$ cat src/qsd_pkg.sv
// shared types and constants for the queued step/direction pulse generator
`timescale 1ns / 1ps
`default_nettype none

package qsd_pkg;

  localparam int unsigned CMD_W   = 32;
  localparam int unsigned STEPS_W = 31;
  localparam int unsigned HALF_W  = 16;

  localparam logic [HALF_W-1:0] HALF_PERIOD_RESET = 16'd10;

  typedef enum logic [1:0] {
    POST_NONE = 2'd0,
    POST_OK   = 2'd1,
    POST_FULL = 2'd2
  } post_status_t;

  // queue controls from the generator
  typedef struct packed {
    logic push;
    logic pop;
  } queue_ctrl_t;

  // queue occupancy seen by the generator
  typedef struct packed {
    logic empty;
    logic full;
    logic last;
  } queue_stat_t;

endpackage

`default_nettype wire

$ cat src/qsd_if.sv
// valid/ready channel interfaces for commands and results
`timescale 1ns / 1ps
`default_nettype none

interface qsd_in_if;
  logic        valid;
  logic        ready;
  logic        func;
  logic [31:0] step_count;

  modport source (output valid, output func, output step_count, input ready);
  modport sink   (input valid, input func, input step_count, output ready);
endinterface

interface qsd_out_if;
  logic       valid;
  logic       ready;
  logic       step_level;
  logic       dir_level;
  logic [1:0] post_status;
  logic       queue_empty;
  logic       generator_busy;

  modport source (output valid, output step_level, output dir_level, output post_status,
                  output queue_empty, output generator_busy, input ready);
  modport sink   (input valid, input step_level, input dir_level, input post_status,
                  input queue_empty, input generator_busy, output ready);
endinterface

`default_nettype wire

$ cat src/queued_step_dir_pulse_generator_top.sv
// top level: step/direction pulse generator fed by a command queue
//
// Each transfer on the input channel is either a post (func = 1), which pushes a signed
// step count into a QUEUE_DEPTH entry fifo or is rejected when the fifo is full, or a
// tick (func = 0), which advances the pulse train by one time unit and, when no train is
// running, pops the next command. Every input transfer yields exactly one result, which
// carries the step and direction levels, the post status, the queue empty flag and the
// busy flag as they stand after that item. One item is taken per clock unless a result
// is stalled: the whole update is combinational from the state registers to the result
// register, and the queue head is prefetched from its ram so a pop never waits on the
// read port. The input is ready whenever the result register is empty or being drained
// in the same cycle. half_period_ticks is to be written through cfg_we/cfg_wdata only
// while the block is idle; the block does not enforce this. Zero counts as one tick.
`timescale 1ns / 1ps
`default_nettype none

module queued_step_dir_pulse_generator_top #(
  parameter int unsigned QUEUE_DEPTH = 16
) (
  input  wire logic        clk,
  input  wire logic        rst_n,
  qsd_in_if.sink           in_if,
  qsd_out_if.source        out_if,
  input  wire logic        cfg_we,
  input  wire logic [15:0] cfg_wdata
);
  import qsd_pkg::*;

  logic [HALF_W-1:0]  half_r;
  logic [STEPS_W-1:0] steps_r, steps_nxt;
  logic [HALF_W-1:0]  phase_r, phase_nxt;
  logic               step_r, step_nxt;
  logic               dir_r, dir_nxt;

  logic               out_valid_r;
  logic               o_step_r, o_dir_r, o_empty_r, o_busy_r;
  post_status_t       o_status_r, status;
  logic               empty_after;

  queue_ctrl_t        qctrl;
  queue_stat_t        qstat;
  logic [CMD_W-1:0]   head;
  logic               in_xfer;

  logic [HALF_W-1:0]  phase_len;
  logic [CMD_W-1:0]   neg_raw;
  logic [STEPS_W-1:0] mag;

  assign in_if.ready = !out_valid_r || out_if.ready;
  assign in_xfer     = in_if.valid && in_if.ready;
  assign phase_len   = (half_r == '0) ? HALF_W'(1) : half_r;

  always_comb begin
    neg_raw = ~head + CMD_W'(1);
    if (head[CMD_W-1]) begin
      // the most negative count saturates
      mag = neg_raw[CMD_W-1] ? {STEPS_W{1'b1}} : neg_raw[STEPS_W-1:0];
    end else begin
      mag = head[STEPS_W-1:0];
    end
  end

  always_comb begin
    logic [STEPS_W-1:0] st;
    logic [HALF_W-1:0]  ph;
    logic               sl;
    st         = steps_r;
    ph         = phase_r;
    sl         = step_r;
    dir_nxt    = dir_r;
    status     = POST_NONE;
    qctrl.push = 1'b0;
    qctrl.pop  = 1'b0;
    if (in_if.func) begin
      if (!qstat.full) begin
        qctrl.push = in_xfer;
        status     = POST_OK;
      end else begin
        status     = POST_FULL;
      end
    end else begin
      if (st != '0) begin
        if (ph != '0) begin
          ph = ph - HALF_W'(1);
        end
        if (ph == '0) begin
          if (sl) begin
            sl = 1'b0;
            ph = phase_len;
          end else begin
            st = st - STEPS_W'(1);
            if (st != '0) begin
              sl = 1'b1;
              ph = phase_len;
            end
          end
        end
      end
      if (st == '0 && !qstat.empty) begin
        qctrl.pop = in_xfer;
        dir_nxt   = !head[CMD_W-1];
        if (mag != '0) begin
          st = mag;
          sl = 1'b1;
          ph = phase_len;
        end
      end
    end
    steps_nxt = st;
    phase_nxt = ph;
    step_nxt  = sl;
    if (qctrl.push) begin
      empty_after = 1'b0;
    end else if (qctrl.pop) begin
      empty_after = qstat.last;
    end else begin
      empty_after = qstat.empty;
    end
  end

  always_ff @(posedge clk) begin
    if (!rst_n) begin
      half_r      <= HALF_PERIOD_RESET;
      steps_r     <= '0;
      phase_r     <= '0;
      step_r      <= 1'b0;
      dir_r       <= 1'b0;
      out_valid_r <= 1'b0;
    end else begin
      if (cfg_we) begin
        half_r <= cfg_wdata;
      end
      if (in_xfer) begin
        steps_r <= steps_nxt;
        phase_r <= phase_nxt;
        step_r  <= step_nxt;
        dir_r   <= dir_nxt;
      end
      if (in_xfer) begin
        out_valid_r <= 1'b1;
      end else if (out_if.ready) begin
        out_valid_r <= 1'b0;
      end
    end
    if (in_xfer) begin
      o_step_r   <= step_nxt;
      o_dir_r    <= dir_nxt;
      o_status_r <= status;
      o_empty_r  <= empty_after;
      o_busy_r   <= (steps_nxt != '0);
    end
  end

  qsd_queue #(
    .DEPTH (QUEUE_DEPTH)
  ) u_queue (
    .clk   (clk),
    .rst_n (rst_n),
    .ctrl  (qctrl),
    .wdata (in_if.step_count),
    .head  (head),
    .stat  (qstat)
  );

  assign out_if.valid          = out_valid_r;
  assign out_if.step_level     = o_step_r;
  assign out_if.dir_level      = o_dir_r;
  assign out_if.post_status    = o_status_r;
  assign out_if.queue_empty    = o_empty_r;
  assign out_if.generator_busy = o_busy_r;

endmodule

`default_nettype wire

$ cat src/qsd_ram.sv
// generic single write port ram with registered read
`timescale 1ns / 1ps
`default_nettype none

module qsd_ram #(
  parameter int unsigned WIDTH = 32,
  parameter int unsigned DEPTH = 16
) (
  input  wire logic                                     clk,
  input  wire logic                                     we,
  input  wire logic [(DEPTH > 1 ? $clog2(DEPTH) : 1)-1:0] waddr,
  input  wire logic [WIDTH-1:0]                         wdata,
  input  wire logic [(DEPTH > 1 ? $clog2(DEPTH) : 1)-1:0] raddr,
  output logic      [WIDTH-1:0]                         rdata
);

  logic [WIDTH-1:0] mem [DEPTH];

  always_ff @(posedge clk) begin
    if (we) begin
      mem[waddr] <= wdata;
    end
    rdata <= mem[raddr];
  end

endmodule

`default_nettype wire

$ cat src/qsd_queue.sv
// command fifo: ram with a prefetched head and a write bypass
`timescale 1ns / 1ps
`default_nettype none

module qsd_queue #(
  parameter int unsigned DEPTH = 16
) (
  input  wire logic                      clk,
  input  wire logic                      rst_n,
  input  wire qsd_pkg::queue_ctrl_t      ctrl,
  input  wire logic [qsd_pkg::CMD_W-1:0] wdata,
  output logic      [qsd_pkg::CMD_W-1:0] head,
  output qsd_pkg::queue_stat_t           stat
);
  import qsd_pkg::*;

  localparam int unsigned AW = DEPTH > 1 ? $clog2(DEPTH) : 1;
  localparam int unsigned FW = $clog2(DEPTH + 1);

  logic [AW-1:0]    rd_ptr_r, rd_ptr_nxt;
  logic [AW-1:0]    wr_ptr_r, wr_ptr_nxt;
  logic [FW-1:0]    fill_r, fill_nxt;
  logic             byp_v_r;
  logic [CMD_W-1:0] byp_d_r;
  logic [CMD_W-1:0] ram_q;

  function automatic logic [AW-1:0] next_ptr(input logic [AW-1:0] p);
    return (p == AW'(DEPTH - 1)) ? '0 : p + AW'(1);
  endfunction

  always_comb begin
    rd_ptr_nxt = ctrl.pop  ? next_ptr(rd_ptr_r) : rd_ptr_r;
    wr_ptr_nxt = ctrl.push ? next_ptr(wr_ptr_r) : wr_ptr_r;
    fill_nxt   = fill_r;
    if (ctrl.push) begin
      fill_nxt = fill_r + FW'(1);
    end else if (ctrl.pop) begin
      fill_nxt = fill_r - FW'(1);
    end
  end

  always_ff @(posedge clk) begin
    if (!rst_n) begin
      rd_ptr_r <= '0;
      wr_ptr_r <= '0;
      fill_r   <= '0;
      byp_v_r  <= 1'b0;
    end else begin
      rd_ptr_r <= rd_ptr_nxt;
      wr_ptr_r <= wr_ptr_nxt;
      fill_r   <= fill_nxt;
      // ram read is read-first, so a write landing on the next head is forwarded
      byp_v_r  <= ctrl.push && (wr_ptr_r == rd_ptr_nxt);
    end
    byp_d_r <= wdata;
  end

  qsd_ram #(
    .WIDTH (CMD_W),
    .DEPTH (DEPTH)
  ) u_ram (
    .clk   (clk),
    .we    (ctrl.push),
    .waddr (wr_ptr_r),
    .wdata (wdata),
    .raddr (rd_ptr_nxt),
    .rdata (ram_q)
  );

  assign head       = byp_v_r ? byp_d_r : ram_q;
  assign stat.empty = (fill_r == '0);
  assign stat.full  = (fill_r == FW'(DEPTH));
  assign stat.last  = (fill_r == FW'(1));

endmodule

`default_nettype wire

$ cat src/flat_wrapper.sv
// flat-port wrapper written by rule: the top's interface ports become plain ports
module queued_step_dir_pulse_generator_top_flat import qsd_pkg::*;
#(
  parameter int unsigned QUEUE_DEPTH = 16
)
  (clk, rst_n, cfg_we, cfg_wdata, in_if_valid, in_if_func, in_if_step_count, in_if_ready, out_if_valid, out_if_step_level, out_if_dir_level, out_if_post_status, out_if_queue_empty, out_if_generator_busy, out_if_ready);
  qsd_in_if in_if_i ();
  qsd_out_if out_if_i ();
  input  wire logic clk;
  input  wire logic rst_n;
  input  wire logic cfg_we;
  input  wire logic [15:0] cfg_wdata;
  input wire logic [$bits(in_if_i.valid)-1:0] in_if_valid;
  input wire logic [$bits(in_if_i.func)-1:0] in_if_func;
  input wire logic [$bits(in_if_i.step_count)-1:0] in_if_step_count;
  output wire logic [$bits(in_if_i.ready)-1:0] in_if_ready;
  output wire logic [$bits(out_if_i.valid)-1:0] out_if_valid;
  output wire logic [$bits(out_if_i.step_level)-1:0] out_if_step_level;
  output wire logic [$bits(out_if_i.dir_level)-1:0] out_if_dir_level;
  output wire logic [$bits(out_if_i.post_status)-1:0] out_if_post_status;
  output wire logic [$bits(out_if_i.queue_empty)-1:0] out_if_queue_empty;
  output wire logic [$bits(out_if_i.generator_busy)-1:0] out_if_generator_busy;
  input wire logic [$bits(out_if_i.ready)-1:0] out_if_ready;
  assign in_if_i.valid = in_if_valid;
  assign in_if_i.func = in_if_func;
  assign in_if_i.step_count = in_if_step_count;
  assign in_if_ready = in_if_i.ready;
  assign out_if_valid = out_if_i.valid;
  assign out_if_step_level = out_if_i.step_level;
  assign out_if_dir_level = out_if_i.dir_level;
  assign out_if_post_status = out_if_i.post_status;
  assign out_if_queue_empty = out_if_i.queue_empty;
  assign out_if_generator_busy = out_if_i.generator_busy;
  assign out_if_i.ready = out_if_ready;
  queued_step_dir_pulse_generator_top #(.QUEUE_DEPTH(QUEUE_DEPTH)) u_core (.clk(clk), .rst_n(rst_n), .in_if(in_if_i), .out_if(out_if_i), .cfg_we(cfg_we), .cfg_wdata(cfg_wdata));
endmodule
$ cat config.mk
export PLATFORM = sky130hd
export DESIGN_NAME = queued_step_dir_pulse_generator_top_flat
export DESIGN_NICKNAME = d
export VERILOG_FILES = /design/src/qsd_pkg.sv /design/src/qsd_if.sv /design/src/queued_step_dir_pulse_generator_top.sv /design/src/qsd_ram.sv /design/src/qsd_queue.sv /design/src/flat_wrapper.sv
export SDC_FILE = /design/constraint.sdc
export NUM_CORES = 1
export LEC_CHECK = 0
export ABC_AREA = 0
export BUFFER_PORTS_ARGS = -buffer_cell sky130_fd_sc_hd__buf_2
export CAP_MARGIN = 20
export CORE_UTILIZATION = 35
export CTS_CLUSTER_SIZE = 20
export DETAILED_ROUTE_END_ITERATION = 12
export GPL_TIMING_DRIVEN = 0
export PLACE_DENSITY = 0.62
export SKIP_CTS_REPAIR_TIMING = 1
export SLEW_MARGIN = 10
export SYNTH_ARGS = -nofsm -noshare
export SYNTH_HDL_FRONTEND = slang
export SYNTH_SLANG_ARGS = --single-unit
$ cat constraint.sdc
create_clock -name clk -period 5.4 [get_ports clk]
set_clock_uncertainty 0.1 [all_clocks]
set_input_delay 1.08 -clock clk [delete_from_list [all_inputs] [get_ports clk]]
set_output_delay 1.08 -clock clk [all_outputs]
set_load 0.01 [all_outputs]
==> metrics.txt, run 1 <==
share of cells above drive strength 1=around 17%; post-synth top area share=between 50% and 60%; dominant cells by area after synthesis=edfxtp_1 53%, dfxtp_1 9.8%, mux2i_1 6.1%, nand2_1 2.9%, a21oi_1 2.5%; detailed-route DRC error count=0; cell row count=about 110; worst IR drop on VDD=414.1 µV; Layout Nets=around 2600; drt pass-1 iters=7; Hold WS=0.4089 ns; pwr dens=between 500 and 600 mW/mm²; number of setup violations in the final report=0; Mapped Nets=~2400; initial DRC count=2212; setup_tns=0 ns; final setup margin=0.08967 ns; Die Width=291.3 µm; Initial Utilization=35.55%; critical-path cell list=buf_4, buf_6, buf_6, buf_6, buf_8, mux2i_4, ha_4, inv_1, a21oi_4, nand4_1, mux2i_2, a221oi_2, o2111ai_1, a2111oi_2, nand4_1, and2_1, clkbuf_1, buf_4, nor4_4, o211ai_1, o41a_1; final hold vios=0; Worst Path Max Fanout=10; # port buffers=58; slowest stage delay, CP=0.37 ns; vias per inst=5.864; startpoint types=flip-flop; post-synth top area cell=edfxtp_1; commonest non-fill, non-tap cells in the layout=518 x edfxtp_1, 225 x nand2_1, 175 x mux2i_1; CP arrival=5.54 ns; CTS tree=built; Clock Latency Late Sink=~0.64 ns; Critical Path RT=5.63 ns; TritonCTS Buffers=between 70 and 80; instance count of the mapped netlist=between 2000 and 2500; Max Cap Viol=0; DP HPWL=a little under 70 mm; CTS H-Tree Depth=3; status=finished clean; largest net degree at the start of global routing=28; initial antenna violation count=3; cell family with most CP delay=buffers and inverters; worst-margin pin slew=~1.0 ns; sequential fraction of the synthesis area=62.96%; I/O Pins=62; Yosys cell types=between 70 and 80; die area=roughly 0.085 mm²; worst-path cell with the longest stage delay=a2111oi_2; Avg WL per Cell=approximately 26 µm; synth warn=0; Slew Limit Fails=0; Async SR Flop Fraction=0%; prevailing post-synth register cell=edfxtp_1; LEAKAGE=between 10 and 15 nW; routed wire length=95.79 mm; dpl ws=-2.428 ns; area grow syn2layout=18.97%; vias in the first global route=between 20000 and 25000; post-layout min period=around 5.3 ns; Core ar.=0.08237 mm²; Power, Total=approximately 19 mW; Critical Path Sink Type=flip-flop; Cells after DPL=between 3000 and 4000; die height=a little under 300 µm; via count=approximately 22000; Final GP Congestion=~0.96; worst min-delay path category=reg2reg; clk slew on worst S/H paths=approximately 0.060 ns; CTS max path bufs=3; Post-synth EDFFs=518; fmax=188.3 MHz; Synth Register Bits=~660; Final period util=around 100%; remaining global-route overflow=0; GRT Total Usage=roughly 22%; Syn Area/Cell=approximately 12 µm²; Synth Cell Area=0.02928 mm²; cell mode on critical path=buf_6; antenna viol nets, final=0; Root Buffer=clkbuf_16; fin cells=between 3000 and 4000; Sink Count=roughly 660; first-pass GRT wire length=between 100 and 150 mm; critical path type=reg2reg; Max transition margin=between 30% and 40%; commonest non-fill, non-tap cell in the layout=edfxtp_1; CP Buf/Inv Count=8
final cells by class:
cell class                      instances  area, µm²
Antenna cell                            2      5.005
Buffer                                159      859.6
Clock buffer                           87       1973
Clock inverter                         44      634.4
Fill cell                            7524      47530
Inverter                               27      101.3
Multi-Input combinational cell       1522      10530
Sequential cell                       662      18440
Tap cell                             1070       1339
Timing Repair Buffer                  115      960.9
cell usage after synthesis (7+ instances only):
cell / instances
and2_1: 16
a311oi_1: 39
o31a_1: 7
a221oi_1: 67
and3_1: 39
nand4_1: 27
edfxtp_1: 518
nand2_1: 228
buf_1: 9
or2_2: 9
nor4_1: 28
nor3b_1: 12
or4_1: 41
o31ai_1: 8
o22ai_1: 38
a31oi_1: 19
nor2_1: 137
xor2_1: 19
a21oi_1: 147
or3b_2: 8
or3_1: 21
a211oi_1: 44
nor3_1: 69
dfxtp_1: 144
inv_1: 27
a21o_1: 7
nand3_1: 42
ha_1: 13
nand2b_1: 14
xnor2_1: 29
mux2_2: 17
nor4_2: 7
buf_2: 46
mux2i_1: 179
o21ai_0: 66
clkbuf_1: 105
o211ai_1: 14
a22oi_1: 15
layer usage:
| layer | share of wire [%] | track usage, % | vias up |
|---|---|---|---|
| li1 | - | - | 9629 |
| met4 | 3.9 | 9.214 | 4 |
| met1 | 42 | 29.26 | 10900 |
| met3 | 6.5 | 3.214 | 191 |
| met5 | 0.028 | 0 | - |
| met2 | 48 | 36.11 | 902 |
flip-flops by register name, indices dropped and copies added, names as in the netlist, 2 cells and up:
register	flops
u_core.u_queue.u_ram.mem	512
u_core.u_queue.byp_d_r	32
u_core.u_queue.u_ram.rdata	32
u_core.steps_r	31
u_core.half_r	16
u_core.phase_r	16
u_core.u_queue.fill_r	5
u_core.u_queue.rd_ptr_r	4
u_core.u_queue.wr_ptr_r	4
u_core.out_if.post_status	2
worst paths after layout:
path                                startpoint                                      to  slack (ns)  cells after the start
max reg2reg  u_core.u_queue.byp_v_r$_SDFF_PN0_  u_core.out_if.generator_busy$_DFFE_PP_        0.09                     21
min                  u_core.dir_r$_SDFFE_PN0P_               u_core.dir_r$_SDFFE_PN0P_        0.41                      2
min reg2reg          u_core.dir_r$_SDFFE_PN0P_               u_core.dir_r$_SDFFE_PN0P_        0.41                      2
max          u_core.u_queue.byp_v_r$_SDFF_PN0_  u_core.out_if.generator_busy$_DFFE_PP_        0.09                     21
cells by family after synthesis:
group / count (synthesis) / synth area share [%]
buf+inv: 197 / 2.901
compound gates: 541 / 12.65
fa+ha+maj: 13 / 0.5555
xor+xnor: 48 / 1.436
mux: 197 / 6.811
simple gates: 723 / 12.69
flops: 662 / 62.96
worst min-delay path, stage by stage, from the launching register on:
cell and delay (ns):
dfxtp_1 0.31, nor2_1 0.10, nor3_1 0.05
metrics by stage:
stage | instance area [µm²] | utilization (%)
after global routing | 34830 | 42.29
after detailed placement | 31470 | 38.21
after CTS | 34080 | 41.37
after floorplan | 29280 | -
final | 34840 | 42.29
after global placement | 30910 | 37.53
power by group:
| part | leakage, nW | total, mW | switching (mW) | internal [mW] |
|---|---|---|---|---|
| Sequential | 5.86 | 6.02 | 0.270 | 5.75 |
| Clock | 1.27 | 5.36 | 2.15 | 3.22 |
| Combinational | 4.95 | 7.75 | 5.11 | 2.64 |
No activity file was read; power rests on OpenSTA's default activity.
==> inputs of run 2 (changes only) <==
- ABC_AREA: 0 -> 1
==> metrics.txt, run 2 <==
top flop regs=u_core.u_queue.u_ram.mem: 512 flops, u_core.u_queue.byp_d_r: 32 flops, u_core.u_queue.u_ram.rdata: 32 flops; cell row count=111 (+5.7%); Mapped Nets=3968 (+62%); part of the power in the clock network=30.9% (+2.9 points); via count=26030 (+20%); Synth Cell Area=0.03272 mm² (+12%); Worst Path Max Fanout=10 (unchanged); Post-synth EDFFs=518 (unchanged); CTS max path bufs=3 (unchanged); vias in the first global route=24770 (+17%); worst min-delay path category=reg2reg; DP HPWL=73.91 mm (+7.1%); Yosys cell types=45 (-38%); Final period util=93.23% (-5.1 points); Switching Share=36.79% (-2.5 points); Metal-1 WL=42.65 mm (+6.0%); critical path type=reg2reg; Sink Count=662 (unchanged); initial DRC count=2595 (+17%); P_sw=5.884 mW (-22%); startpoint types=flip-flop; Hold WS=0.3675 ns (-0.04141 ns); post-layout min period=5.034 ns (-0.2760 ns); combinational share of power=32.7% (-7.8 points); TritonCTS Buffers=71 (unchanged); pwr dens=424.4 mW/mm² (-23%); routed wire length=99.59 mm (+4.0%); initial antenna violation count=3 (unchanged); Clock Latency Late Sink=0.64 ns (about the same); first-pass GRT wire length=151.0 mm (+8.0%); detailed-route DRC error count=0 (unchanged); Die Width=307.8 µm (+5.7%); commonest non-fill, non-tap cells in the layout=1065 x nand2_1, 719 x inv_1, 629 x nand3_1; number of setup violations in the final report=0 (unchanged); Max Cap Viol=0 (unchanged); Post-synth top cells=1067 x nand2_1, 720 x inv_1, 629 x nand3_1, 518 x edfxtp_1, 210 x nor2_1; worst IR drop on VDD=308.8 µV (-25%); status=finished clean; remaining global-route overflow=0 (unchanged); Slew Limit Fails=0 (unchanged); Avg WL per Cell=18.58 µm (-28%); CTS H-Tree Depth=3 (unchanged); share of cells above drive strength 1=8.673% (-8.1 points); Max transition margin=44.90% (+12 points); Critical Path RT=5.66 ns (+0.03 ns); final hold vios=0 (unchanged); RSZ-0062 raised after global routing=false; Reg power frac=36.4% (+4.9 points); CP arrival=5.30 ns (-0.24 ns); GRT Total Usage=21.09% (-0.99 points); area grow syn2layout=15.17%; clk slew on worst S/H paths=0.06 ns (about the same); antenna viol nets, final=0 (unchanged); dominant cells by area after synthesis=edfxtp_1 48%, nand2_1 12%, nand3_1 9.6%, dfxtp_1 8.8%, inv_1 8.3%; # port buffers=61 (+5.2%); synth warn=0 (unchanged); vias per inst=4.858 (-17%); post-synth top area share=47.54% (-5.6 points); I/O Pins=62 (unchanged); Root Buffer=clkbuf_16; Top reg by flops=u_core.u_queue.u_ram.mem; Async SR Flop Fraction=0% (unchanged); Initial Utilization=35.53% (about the same); commonest non-fill, non-tap cell in the layout=nand2_1; Final GP Congestion=0.9279 (-3.8%); largest net degree at the start of global routing=24 (-14%); Antenna diodes=0 (-2); CTS tree=built; Power, Total=15.99 mW (-16%); top-count cell post-synth=nand2_1; Synth Register Bits=662 (unchanged); post-synth top area cell=edfxtp_1; routed wl met3=6.101 mm (-2.2%); sequential fraction of the synthesis area=56.35% (-6.6 points); Top Metal Used=met5; met2 WL=47.91 mm (+5.2%); worst-margin pin slew=0.8265 ns (-0.1856 ns); die height=307.8 µm (+5.7%); drt pass-1 iters=5 (-2); LEAKAGE=16.77 nW (+39%); die area=0.09471 mm² (+12%); number of flip-flops in the largest register=512 (unchanged); Layout Nets=4126 (+57%); Syn Area/Cell=8.388 µm² (-32%); Core ar.=0.09208 mm² (+12%); prevailing post-synth register cell=edfxtp_1; Critical Path Sink Type=flip-flop; fmax=198.6 MHz (+5.5%); Int Power=10.11 mW (-13%); instance count of the mapped netlist=3901 (+64%)
==> run 2: cell count changes in the layout (fill, tap and decap cells not counted), sizes merged, moves of 42 or more <==
| cell | delta |
|---|---|
| nand2 | +845 |
| inv | +703 |
| nand3 | +589 |
| mux2i | -173 |
| nor2 | +86 |
| o21ai | +82 |
| a21oi | -67 |
| a221oi | -67 |
| nor3 | -52 |
| a211oi | -42 |
==> run 2: cells by family after synthesis <==
family,synth area share (%)
XOR/XNOR,0.7227
AO/OA/AOI/OAI,4.635
AND/OR/NAND/NOR,26.40
buffers and inverters,11.21
flip-flops,56.35
adder cells (fa/ha/maj),0.4971
multiplexers,0.1836
==> run 2: stage by stage <==
step | area (µm²) | TNS, ns | cells | util (%) | setup WS [ns]
after floorplan | 32720 | 0 | 3901 | - | 1.557
after global placement | 34580 | -98.91 | 5205 | 37.56 | -0.4985
after detailed placement | 35260 | 0 | 5226 | 38.30 | 0.01736
after CTS | 37610 | -0.03550 | 5356 | 40.85 | -0.02683
after global routing | 37680 | 0 | 5359 | 40.93 | 0.02989
final | 37680 | 0 | 5359 | 40.93 | 0.3657
==> run 2: critical path: stages (launching register included) <==
cell	delay (ns)
dfxtp_1	0.30
buf_2	0.32
clkbuf_1	0.54
nand2_1	0.10
o21ai_0	0.21
clkbuf_1	0.42
buf_1	0.48
nand2_1	0.11
nand2_1	0.08
nand2_1	0.08
nor2_1	0.35
nand2_1	0.10
nor2_1	0.09
nand2_1	0.06
nor2_1	0.30
nand3_1	0.28
inv_1	0.18
nor2_1	0.16
nor2_1	0.12
nor2_1	0.06
nand2_1	0.06
nand2_1	0.05
nor2_1	0.13
nand3_1	0.09
==> run 2: power groups by stage <==
stage,registers (mW),logic [mW],clock network (mW)
finish,5.83,5.23,4.94
floorplan,5.87,3.66,0
global route,5.84,5.84,5.18
global placement,5.93,5.10,0
detailed placement,5.93,5.12,0
CTS,5.82,5.14,5.00
==> run 2: final timing paths <==
kind | startpoint | to | slack, ns | depth (start not counted)
setup reg to reg | u_core.u_queue.byp_v_r$_SDFF_PN0_ | u_core.out_if.generator_busy$_DFFE_PP_ | 0.37 | 23
setup / recovery | u_core.u_queue.byp_v_r$_SDFF_PN0_ | u_core.out_if.generator_busy$_DFFE_PP_ | 0.37 | 23
hold / removal | u_core.u_queue.fill_r[4]$_SDFFE_PN0P_ | u_core.u_queue.fill_r[4]$_SDFFE_PN0P_ | 0.37 | 2
hold reg to reg | u_core.u_queue.fill_r[4]$_SDFFE_PN0P_ | u_core.u_queue.fill_r[4]$_SDFFE_PN0P_ | 0.37 | 2
==> run 2: area by class of cell <==
class                   instances  area (µm²)
repair buffers                 85       890.9
clock buffers                  90        1903
plain buffers                 178       940.9
flip-flops and latches        662       18440
multi-input cells            2330       10760
inverters                     731        2744
fillers                      9133       54400
well taps                    1243        1555
clock inverters                40       447.9
==> run 2: layer usage <==
layer / track usage (%) / vias up
li1: - / 12880
met1: 27.63 / 12090
met2: 35.76 / 874
met3: 2.760 / 182
met4: 7.162 / 4
met5: 0 / -
